<file path="src/rtl/fbpc_pkg.sv">
`timescale 1ns / 1ps
// ----------------------------------------------------------------------------
// Four-button press classifier: shared package
// Types, register indexes, event codes and reset values used across the block.
// ----------------------------------------------------------------------------
package fbpc_pkg;

   localparam int unsigned CntW  = 16;
   localparam int unsigned SubW  = 8;
   localparam int unsigned CsrIdxW = 3;
   localparam int unsigned CsrDataW = 16;

   typedef logic [CntW-1:0] cnt_type;
   typedef logic [SubW-1:0] sub_type;

   typedef enum logic [1:0] {
      KIND_NONE    = 2'd0,
      KIND_RELEASE = 2'd1,
      KIND_HOLD    = 2'd2
   } kind_type;

   typedef enum logic [1:0] {
      BTN_POWER = 2'd0,
      BTN_SET   = 2'd1,
      BTN_DOWN  = 2'd2,
      BTN_UP    = 2'd3
   } button_type;

   typedef enum logic [CsrIdxW-1:0] {
      REG_HOLD_TICKS     = 3'd0,
      REG_HOLD_CAP       = 3'd1,
      REG_SET_PRESCALE   = 3'd2,
      REG_SET_LONG_COUNT = 3'd3,
      REG_SET_SHORT_MIN  = 3'd4,
      REG_SET_SHORT_MAX  = 3'd5,
      REG_SET_CAP        = 3'd6
   } reg_index_type;

   localparam cnt_type RstHoldTicks    = 16'd100;
   localparam cnt_type RstHoldCap      = 16'd2000;
   localparam sub_type RstSetPrescale  = 8'd30;
   localparam cnt_type RstSetLongCount = 16'd8000;
   localparam cnt_type RstSetShortMin  = 16'd30;
   localparam cnt_type RstSetShortMax  = 16'd7900;
   localparam cnt_type RstSetCap       = 16'd65000;

   typedef struct packed {
      cnt_type hold_ticks;
      cnt_type hold_cap;
      sub_type set_prescale;
      cnt_type set_long_count;
      cnt_type set_short_min;
      cnt_type set_short_max;
      cnt_type set_cap;
   } cfg_type;

   typedef struct packed {
      logic power_level;
      logic set_level;
      logic down_level;
      logic up_level;
   } levels_type;

endpackage

</file>
<file path="src/rtl/fbpc_req_if.sv">
`timescale 1ns / 1ps
// ----------------------------------------------------------------------------
// Four-button press classifier: request channel
// Carries one scan tick of the four active-low button levels.
// ----------------------------------------------------------------------------
interface fbpc_req_if;
   logic valid;
   logic ready;
   logic power_level;
   logic set_level;
   logic down_level;
   logic up_level;

   modport source (
      output valid, power_level, set_level, down_level, up_level,
      input  ready
   );
   modport sink (
      input  valid, power_level, set_level, down_level, up_level,
      output ready
   );
endinterface

</file>
<file path="src/rtl/fbpc_rsp_if.sv">
`timescale 1ns / 1ps
// ----------------------------------------------------------------------------
// Four-button press classifier: response channel
// Carries the event reported for one scan tick.
// ----------------------------------------------------------------------------
interface fbpc_rsp_if;
   logic       valid;
   logic       ready;
   logic [1:0] event_kind;
   logic [1:0] button_id;

   modport source (
      output valid, event_kind, button_id,
      input  ready
   );
   modport sink (
      input  valid, event_kind, button_id,
      output ready
   );
endinterface

</file>
<file path="src/rtl/four_button_press_classifier.sv">
`timescale 1ns / 1ps
// ----------------------------------------------------------------------------
// Four-button press classifier
// Throughput: one scan tick per clock while the response is not stalled;
// the counter update is a single pass of compare and increment logic between
// the input and result registers. Reset (synchronous, active high) clears all
// counters and both pipeline valids and loads the default settings into the
// configuration registers.
// ----------------------------------------------------------------------------
module four_button_press_classifier
   import fbpc_pkg::*;
(
   input  logic                clock,
   input  logic                reset,
   fbpc_req_if.sink            req,
   fbpc_rsp_if.source          rsp,
   input  logic                csr_we,
   input  logic [CsrIdxW-1:0]  csr_index,
   input  logic [CsrDataW-1:0] csr_wdata
);

   cfg_type    cfg_ff, cfg_in;
   logic       in_valid_ff, in_valid_in;
   levels_type in_levels_ff;
   logic       rsp_valid_ff, rsp_valid_in;
   kind_type   rsp_kind_ff;
   button_type rsp_id_ff;

   cnt_type power_held_ff, power_held_in;
   sub_type set_sub_ff, set_sub_in;
   cnt_type set_held_ff, set_held_in;
   cnt_type down_held_ff, down_held_in;
   cnt_type up_held_ff, up_held_in;

   cnt_type  power_nx, set_held_nx, down_nx, up_nx;
   sub_type  set_sub_nx;
   kind_type power_kind, set_kind, down_kind, up_kind;
   kind_type kind_in;
   button_type id_in;

   logic out_free;
   logic advance;
   logic req_take;

   assign out_free  = !rsp_valid_ff || rsp.ready;
   assign advance   = in_valid_ff && out_free;
   assign req.ready = !in_valid_ff || out_free;
   assign req_take  = req.valid && req.ready;

   // Configuration writes.
   always_comb begin
      cfg_in = cfg_ff;
      if (csr_we) begin
         case (csr_index)
            REG_HOLD_TICKS:     cfg_in.hold_ticks     = csr_wdata;
            REG_HOLD_CAP:       cfg_in.hold_cap       = csr_wdata;
            REG_SET_PRESCALE:   cfg_in.set_prescale   = csr_wdata[SubW-1:0];
            REG_SET_LONG_COUNT: cfg_in.set_long_count = csr_wdata;
            REG_SET_SHORT_MIN:  cfg_in.set_short_min  = csr_wdata;
            REG_SET_SHORT_MAX:  cfg_in.set_short_max  = csr_wdata;
            REG_SET_CAP:        cfg_in.set_cap        = csr_wdata;
            default:            cfg_in = cfg_ff;
         endcase
      end
   end

   fbpc_plain_btn u_power (
      .held       (power_held_ff),
      .pressed    (!in_levels_ff.power_level),
      .hold_ticks (cfg_ff.hold_ticks),
      .hold_cap   (cfg_ff.hold_cap),
      .held_next  (power_nx),
      .kind       (power_kind)
   );

   fbpc_set_btn u_set (
      .sub        (set_sub_ff),
      .held       (set_held_ff),
      .pressed    (!in_levels_ff.set_level),
      .cfg        (cfg_ff),
      .sub_next   (set_sub_nx),
      .held_next  (set_held_nx),
      .kind       (set_kind)
   );

   fbpc_plain_btn u_down (
      .held       (down_held_ff),
      .pressed    (!in_levels_ff.down_level),
      .hold_ticks (cfg_ff.hold_ticks),
      .hold_cap   (cfg_ff.hold_cap),
      .held_next  (down_nx),
      .kind       (down_kind)
   );

   fbpc_plain_btn u_up (
      .held       (up_held_ff),
      .pressed    (!in_levels_ff.up_level),
      .hold_ticks (cfg_ff.hold_ticks),
      .hold_cap   (cfg_ff.hold_cap),
      .held_next  (up_nx),
      .kind       (up_kind)
   );

   // Priority: once a button reports, the buttons after it keep their state.
   always_comb begin
      power_held_in = power_held_ff;
      set_sub_in    = set_sub_ff;
      set_held_in   = set_held_ff;
      down_held_in  = down_held_ff;
      up_held_in    = up_held_ff;
      kind_in       = KIND_NONE;
      id_in         = BTN_POWER;
      if (advance) begin
         power_held_in = power_nx;
         if (power_kind != KIND_NONE) begin
            kind_in = power_kind;
            id_in   = BTN_POWER;
         end else begin
            set_sub_in  = set_sub_nx;
            set_held_in = set_held_nx;
            if (set_kind != KIND_NONE) begin
               kind_in = set_kind;
               id_in   = BTN_SET;
            end else begin
               down_held_in = down_nx;
               if (down_kind != KIND_NONE) begin
                  kind_in = down_kind;
                  id_in   = BTN_DOWN;
               end else begin
                  up_held_in = up_nx;
                  if (up_kind != KIND_NONE) begin
                     kind_in = up_kind;
                     id_in   = BTN_UP;
                  end
               end
            end
         end
      end
   end

   assign in_valid_in  = req_take || (in_valid_ff && !advance);
   assign rsp_valid_in = advance || (rsp_valid_ff && !rsp.ready);

   always_ff @(posedge clock) begin
      if (reset) begin
         cfg_ff.hold_ticks     <= RstHoldTicks;
         cfg_ff.hold_cap       <= RstHoldCap;
         cfg_ff.set_prescale   <= RstSetPrescale;
         cfg_ff.set_long_count <= RstSetLongCount;
         cfg_ff.set_short_min  <= RstSetShortMin;
         cfg_ff.set_short_max  <= RstSetShortMax;
         cfg_ff.set_cap        <= RstSetCap;
         in_valid_ff           <= 1'b0;
         rsp_valid_ff          <= 1'b0;
         power_held_ff         <= '0;
         set_sub_ff            <= '0;
         set_held_ff           <= '0;
         down_held_ff          <= '0;
         up_held_ff            <= '0;
      end else begin
         cfg_ff        <= cfg_in;
         in_valid_ff   <= in_valid_in;
         rsp_valid_ff  <= rsp_valid_in;
         power_held_ff <= power_held_in;
         set_sub_ff    <= set_sub_in;
         set_held_ff   <= set_held_in;
         down_held_ff  <= down_held_in;
         up_held_ff    <= up_held_in;
      end
   end

   always_ff @(posedge clock) begin
      if (req_take) begin
         in_levels_ff.power_level <= req.power_level;
         in_levels_ff.set_level   <= req.set_level;
         in_levels_ff.down_level  <= req.down_level;
         in_levels_ff.up_level    <= req.up_level;
      end
      if (advance) begin
         rsp_kind_ff <= kind_in;
         rsp_id_ff   <= id_in;
      end
   end

   assign rsp.valid      = rsp_valid_ff;
   assign rsp.event_kind = rsp_kind_ff;
   assign rsp.button_id  = rsp_id_ff;

endmodule

</file>
<file path="src/rtl/fbpc_plain_btn.sv">
`timescale 1ns / 1ps
// ----------------------------------------------------------------------------
// Four-button press classifier: plain button update
// Next held count and event for a hold/release button (power, down, up).
// ----------------------------------------------------------------------------
module fbpc_plain_btn
   import fbpc_pkg::*;
(
   input  cnt_type  held,
   input  logic     pressed,
   input  cnt_type  hold_ticks,
   input  cnt_type  hold_cap,
   output cnt_type  held_next,
   output kind_type kind
);

   cnt_type held_inc;

   assign held_inc = held + cnt_type'(1);

   always_comb begin
      held_next = held;
      kind      = KIND_NONE;
      if (pressed) begin
         if (held < hold_cap) begin
            held_next = held_inc;
            if (held_inc == hold_ticks) begin
               kind = KIND_HOLD;
            end
         end
      end else begin
         held_next = '0;
         if (held > hold_ticks) begin
            kind = KIND_RELEASE;
         end
      end
   end

endmodule

</file>
<file path="src/rtl/fbpc_set_btn.sv">
`timescale 1ns / 1ps
// ----------------------------------------------------------------------------
// Four-button press classifier: set button update
// Prescaled held count with long-hold and short-press detection.
// ----------------------------------------------------------------------------
module fbpc_set_btn
   import fbpc_pkg::*;
(
   input  sub_type  sub,
   input  cnt_type  held,
   input  logic     pressed,
   input  cfg_type  cfg,
   output sub_type  sub_next,
   output cnt_type  held_next,
   output kind_type kind
);

   cnt_type held_inc;

   assign held_inc = held + cnt_type'(1);

   always_comb begin
      sub_next  = sub;
      held_next = held;
      kind      = KIND_NONE;
      if (pressed) begin
         if (sub < cfg.set_prescale) begin
            sub_next = sub + sub_type'(1);
         end else begin
            sub_next = '0;
            if (held < cfg.set_cap) begin
               held_next = held_inc;
               if (held_inc == cfg.set_long_count) begin
                  kind = KIND_HOLD;
               end
            end
         end
      end else begin
         // The prescaler keeps its phase across a release.
         held_next = '0;
         if ((held > cfg.set_short_min) && (held < cfg.set_short_max)) begin
            kind = KIND_RELEASE;
         end
      end
   end

endmodule

</file>
<file path="src/flat_wrapper.sv">
// flat-port wrapper written by rule: the top's interface ports become plain ports
module four_button_press_classifier_flat import fbpc_pkg::*;
  (clock, reset, csr_we, csr_index, csr_wdata, req_valid, req_power_level, req_set_level, req_down_level, req_up_level, req_ready, rsp_valid, rsp_event_kind, rsp_button_id, rsp_ready);
  fbpc_req_if req_i ();
  fbpc_rsp_if rsp_i ();
  input  logic clock;
  input  logic reset;
  input  logic csr_we;
  input  logic [CsrIdxW-1:0] csr_index;
  input  logic [CsrDataW-1:0] csr_wdata;
  input wire logic [$bits(req_i.valid)-1:0] req_valid;
  input wire logic [$bits(req_i.power_level)-1:0] req_power_level;
  input wire logic [$bits(req_i.set_level)-1:0] req_set_level;
  input wire logic [$bits(req_i.down_level)-1:0] req_down_level;
  input wire logic [$bits(req_i.up_level)-1:0] req_up_level;
  output wire logic [$bits(req_i.ready)-1:0] req_ready;
  output wire logic [$bits(rsp_i.valid)-1:0] rsp_valid;
  output wire logic [$bits(rsp_i.event_kind)-1:0] rsp_event_kind;
  output wire logic [$bits(rsp_i.button_id)-1:0] rsp_button_id;
  input wire logic [$bits(rsp_i.ready)-1:0] rsp_ready;
  assign req_i.valid = req_valid;
  assign req_i.power_level = req_power_level;
  assign req_i.set_level = req_set_level;
  assign req_i.down_level = req_down_level;
  assign req_i.up_level = req_up_level;
  assign req_ready = req_i.ready;
  assign rsp_valid = rsp_i.valid;
  assign rsp_event_kind = rsp_i.event_kind;
  assign rsp_button_id = rsp_i.button_id;
  assign rsp_i.ready = rsp_ready;
  four_button_press_classifier u_core (.clock(clock), .reset(reset), .req(req_i), .rsp(rsp_i), .csr_we(csr_we), .csr_index(csr_index), .csr_wdata(csr_wdata));
endmodule
</file>
<file path="config.mk">
export PLATFORM = sky130hd
export DESIGN_NAME = four_button_press_classifier_flat
export DESIGN_NICKNAME = d
export VERILOG_FILES = /design/src/rtl/fbpc_pkg.sv /design/src/rtl/fbpc_req_if.sv /design/src/rtl/fbpc_rsp_if.sv /design/src/rtl/four_button_press_classifier.sv /design/src/rtl/fbpc_plain_btn.sv /design/src/rtl/fbpc_set_btn.sv /design/src/flat_wrapper.sv
export SDC_FILE = /design/constraint.sdc
export NUM_CORES = 1
export LEC_CHECK = 0
export BUFFER_PORTS_ARGS = -buffer_cell sky130_fd_sc_hd__buf_2
export CELL_PAD_IN_SITES_DETAIL_PLACEMENT = 0
export CELL_PAD_IN_SITES_GLOBAL_PLACEMENT = 1
export CORE_ASPECT_RATIO = 0.75
export CORE_MARGIN = 3
export CORE_UTILIZATION = 40
export DETAILED_ROUTE_END_ITERATION = 12
export PLACE_DENSITY_LB_ADDON = 0.1
export SYNTH_ARGS = -nofsm -noshare
export SYNTH_HDL_FRONTEND = slang
export SYNTH_SLANG_ARGS = --single-unit
</file>
<file path="constraint.sdc">
create_clock -name clock -period 7.9 [get_ports clock]
set_input_delay 0 -clock clock [delete_from_list [all_inputs] [get_ports clock]]
set_output_delay 0 -clock clock [all_outputs]
set_load 0.05 [all_outputs]
</file>
==> run metrics <==
status completed; Detail Placement HPWL 36400 um; Die X-Extent 219 um; CTS tree done; Rows 57; hold crit path type in2reg; Lkg Pwr 5.82 nW; Clock Tree Buf Depth 2; Peak VDD IR 0.134 mV; total power draw 2.03 mW; actual slew at the worst max-slew pin 1.09 ns; antenna-violating nets left 0; drt wl/cell 23.2 um; cell area after layout 0.0148 mm2; Max Fclk 0.244 GHz; GRT Overall Usage 27.5%; drt initial violations 1592; clk sinks 186; largest net degree at the start of global routing 74; post-route setup slack 3.79 ns; asr flop ratio synth 0%; Distinct cells, synth 80; H-tree depth 4; FF-to-FF path depth 10; FF+latch count, synth 186; most common cell in the netlist nand2_1; Final min period 4.11 ns; Switch Pwr 0.588 mW; RSZ-0062 raised after global routing no; Cells after DPL 2105; Worst Path Required 8.28 ns; Layout Cells excl Fill 2160; Critical Path Fanout Max 50; synth warn 0; max-slew violations 0; Synth area leaders dfxtp_1 (26%), ha_1 (14%), nand2_1 (6.6%); die span in y 166 um; number of global-route vias before repair 11500; DRC Markers 0; sw frac 28.9%; internal reg-to-reg setup slack 3.79 ns; Synth top area share 26.3%; area taken by multi-input logic gates 0.00886 mm2; hold path cells 2; Worst setup EP type flop; GR Overflow Total 0; FILL cells 3293; Crit Reg-Reg Startpoint u_core.power_held_ff[1]$_SDFFE_PP0P_; I/O Pins 34; Main synth FF type dfxtp_1; Mean Syn Cell Area 7.90 um2; clock power share 42.1%; Layout Nets 1884; Std-Cell Core Area 0.0329 mm2; PortBufs 33; Post-Syn Nets 1896; top cell type by total area after synthesis dfxtp_1; sequential cell area 0.00380 mm2; final setup fails 0; worst reg2reg endpoint u_core.set_held_ff[5]$_SDFFE_PP0P_; final hold vios 0; Setup CP Type reg2reg; Post-DP Area 0.0140 mm2; CP Data Arrival Time 4.49 ns; Slew Limit Headroom 27.0%; global-route wire length before repair 74900 um; die area 0.0362 mm2; count of flip-flops with a built-in enable after synthesis 8; Synth Instances 1717; Num CTS Buffers 17; Power Dens Cells 138 mW/mm2; clock edge transition at the registers on the reported setup and hold paths 0.08 ns; sequential fraction of the synthesis area 28.0%; Tcrit/Tclk final 52.0%; Worst Hold Launch reset; initial antenna violation count 1; post-DR vias/cell 6.02; clock insertion delay at the later pin of the skew report 0.46 ns; DRT Wirelength 50000 um; Reg power frac 48.3%; share of layout cells above drive strength 1 7.10%; setup bufs post-CTS 0; worst slack, placed 3.90 ns; # Max-Cap Violations 0; vias 13000; Clock Tree Root clkbuf_16; DRT Pass-1 Iters 5; final setup TNS 0 ns; Pint 1.44 mW; Final GP Congestion 0.950; WHS Endpoint u_core.cfg_ff[64]$_SDFFE_PP0P_; diode count 0; area grow syn2layout 8.79%; Initial Utilization 41.3%; Logic pwr share 9.7%; CP Launch Type flop; most frequent cells after synthesis nand2_1 (237), dfxtp_1 (178), ha_1 (151), a21oi_1 (144), inv_1 (126); Clock Skew 0.0161 ns; Syn Std Cell Area 0.0136 mm2
critical path: stages (launching register included):
cell and delay, ns:
dfxtp_1 0.55, ha_1 0.44, nand3_2 0.26, nor4_2 0.77, nand2_1 0.21, o221a_2 0.34
o22a_1 0.25, o21ai_4 0.15, buf_4 0.47, o21ai_1 0.31, o21ai_0 0.23
layout make-up:
| cell class | count | share of cell area [%] |
|---|---|---|
| inverters | 126 | 3.20 |
| clock inverters | 13 | 0.746 |
| flip-flops and latches | 186 | 25.8 |
| multi-input cells | 1302 | 60.0 |
| clock buffers | 19 | 3.00 |
| repair buffers | 72 | 3.51 |
| well taps | 442 | 3.75 |
placed cells by master (no fill, tap or decap), types with 15 or more instances in the layout:
cell type	synthesis	routed
ha_1	151	151
buf_2	22	32
nand3_1	59	59
o311ai_0	22	22
dfxtp_1	178	178
nor4_1	30	30
o211ai_1	43	43
a21o_1	21	21
and3_1	16	16
xnor2_1	47	47
a21oi_1	144	144
nand2b_1	15	15
nor2b_1	22	22
dlygate4sd3_1	0	23
inv_1	126	125
nand4_1	44	44
buf_4	2	17
nor2_1	82	80
clkbuf_16	0	17
nand2_1	237	237
or3_1	18	18
xor2_1	32	32
nor3_1	24	23
o21ai_0	80	80
a31oi_1	20	20
flip-flops by register name, summed over array words and instances (netlist names):
signal and cells:
u_core.cfg_ff 104, u_core.set_held_ff 16, u_core.rsp.event_kind 2, u_core.in_levels_ff 4
u_core.rsp.button_id 2, u_core.in_valid_ff 1, u_core.power_held_ff 16, u_core.down_held_ff 16
u_core.up_held_ff 16, u_core.set_sub_ff 8, u_core.rsp.valid 1
power by group through the flow:
stage          clock network, mW  registers [mW]  logic [mW]
2_1_floorplan                  0           0.994       0.119
3_3_place_gp                   0            1.00       0.186
3_5_place_dp                   0            1.00       0.185
4_1_cts                    0.874           0.980       0.195
5_1_grt                    0.902           0.983       0.214
6_report                   0.855           0.981       0.196
how the worst max path moves through the flow:
stage | from | endpoint | slack (ns) | depth (start not counted)
3_5_place_dp | u_core.power_held_ff[1]$_SDFFE_PP0P_ | u_core.set_held_ff[5]$_SDFFE_PP0P_ | 3.90 | 10
3_3_place_gp | u_core.power_held_ff[1]$_SDFFE_PP0P_ | u_core.set_held_ff[8]$_SDFFE_PP0P_ | 3.90 | 10
2_1_floorplan | u_core.cfg_ff[95]$_SDFFE_PP0P_ | u_core.down_held_ff[3]$_SDFFE_PP0P_ | 5.03 | 11
5_1_grt | u_core.power_held_ff[1]$_SDFFE_PP0P_ | u_core.set_held_ff[5]$_SDFFE_PP0P_ | 3.58 | 10
6_report | u_core.power_held_ff[1]$_SDFFE_PP0P_ | u_core.set_held_ff[5]$_SDFFE_PP0P_ | 3.79 | 10
4_1_cts | u_core.power_held_ff[1]$_SDFFE_PP0P_ | u_core.set_held_ff[5]$_SDFFE_PP0P_ | 3.88 | 10
layer usage:
metal / part of all wire [%] / GRT usage, %
met1: 52 / 44.7
met5: 0.034 / 0
met4: 1.6 / 6.30
met2: 39 / 36.8
met3: 7.5 / 4.32
cell families after synthesis:
logic type      count (synthesis)  synth area share, %
simple gates                  612                 22.6
compound gates                454                 22.9
buf+inv                       229                 6.87
flops                         186                 28.0
fa+ha+maj                     151                 13.9
xor+xnor                       80                 5.26
mux                             5                0.369
stage by stage:
| step | hold WS [ns] | utilization [%] |
|---|---|---|
| 3_5_place_dp | 0.183 | 42.5 |
| 6_report | 0.0446 | 44.9 |
| 2_1_floorplan | 0.0989 | - |
| 5_1_grt | 0.0526 | 44.9 |
| 3_3_place_gp | 0.178 | 42.5 |
| 4_1_cts | 0.0306 | 44.9 |
timing repair:
item	in CTS	in global routing
setup endpoints to repair	0	0
hold buffers	23	0
gates resized for setup	0	0
endpoints found under the hold margin	107	0
Power figures use the tool's default switching activity.
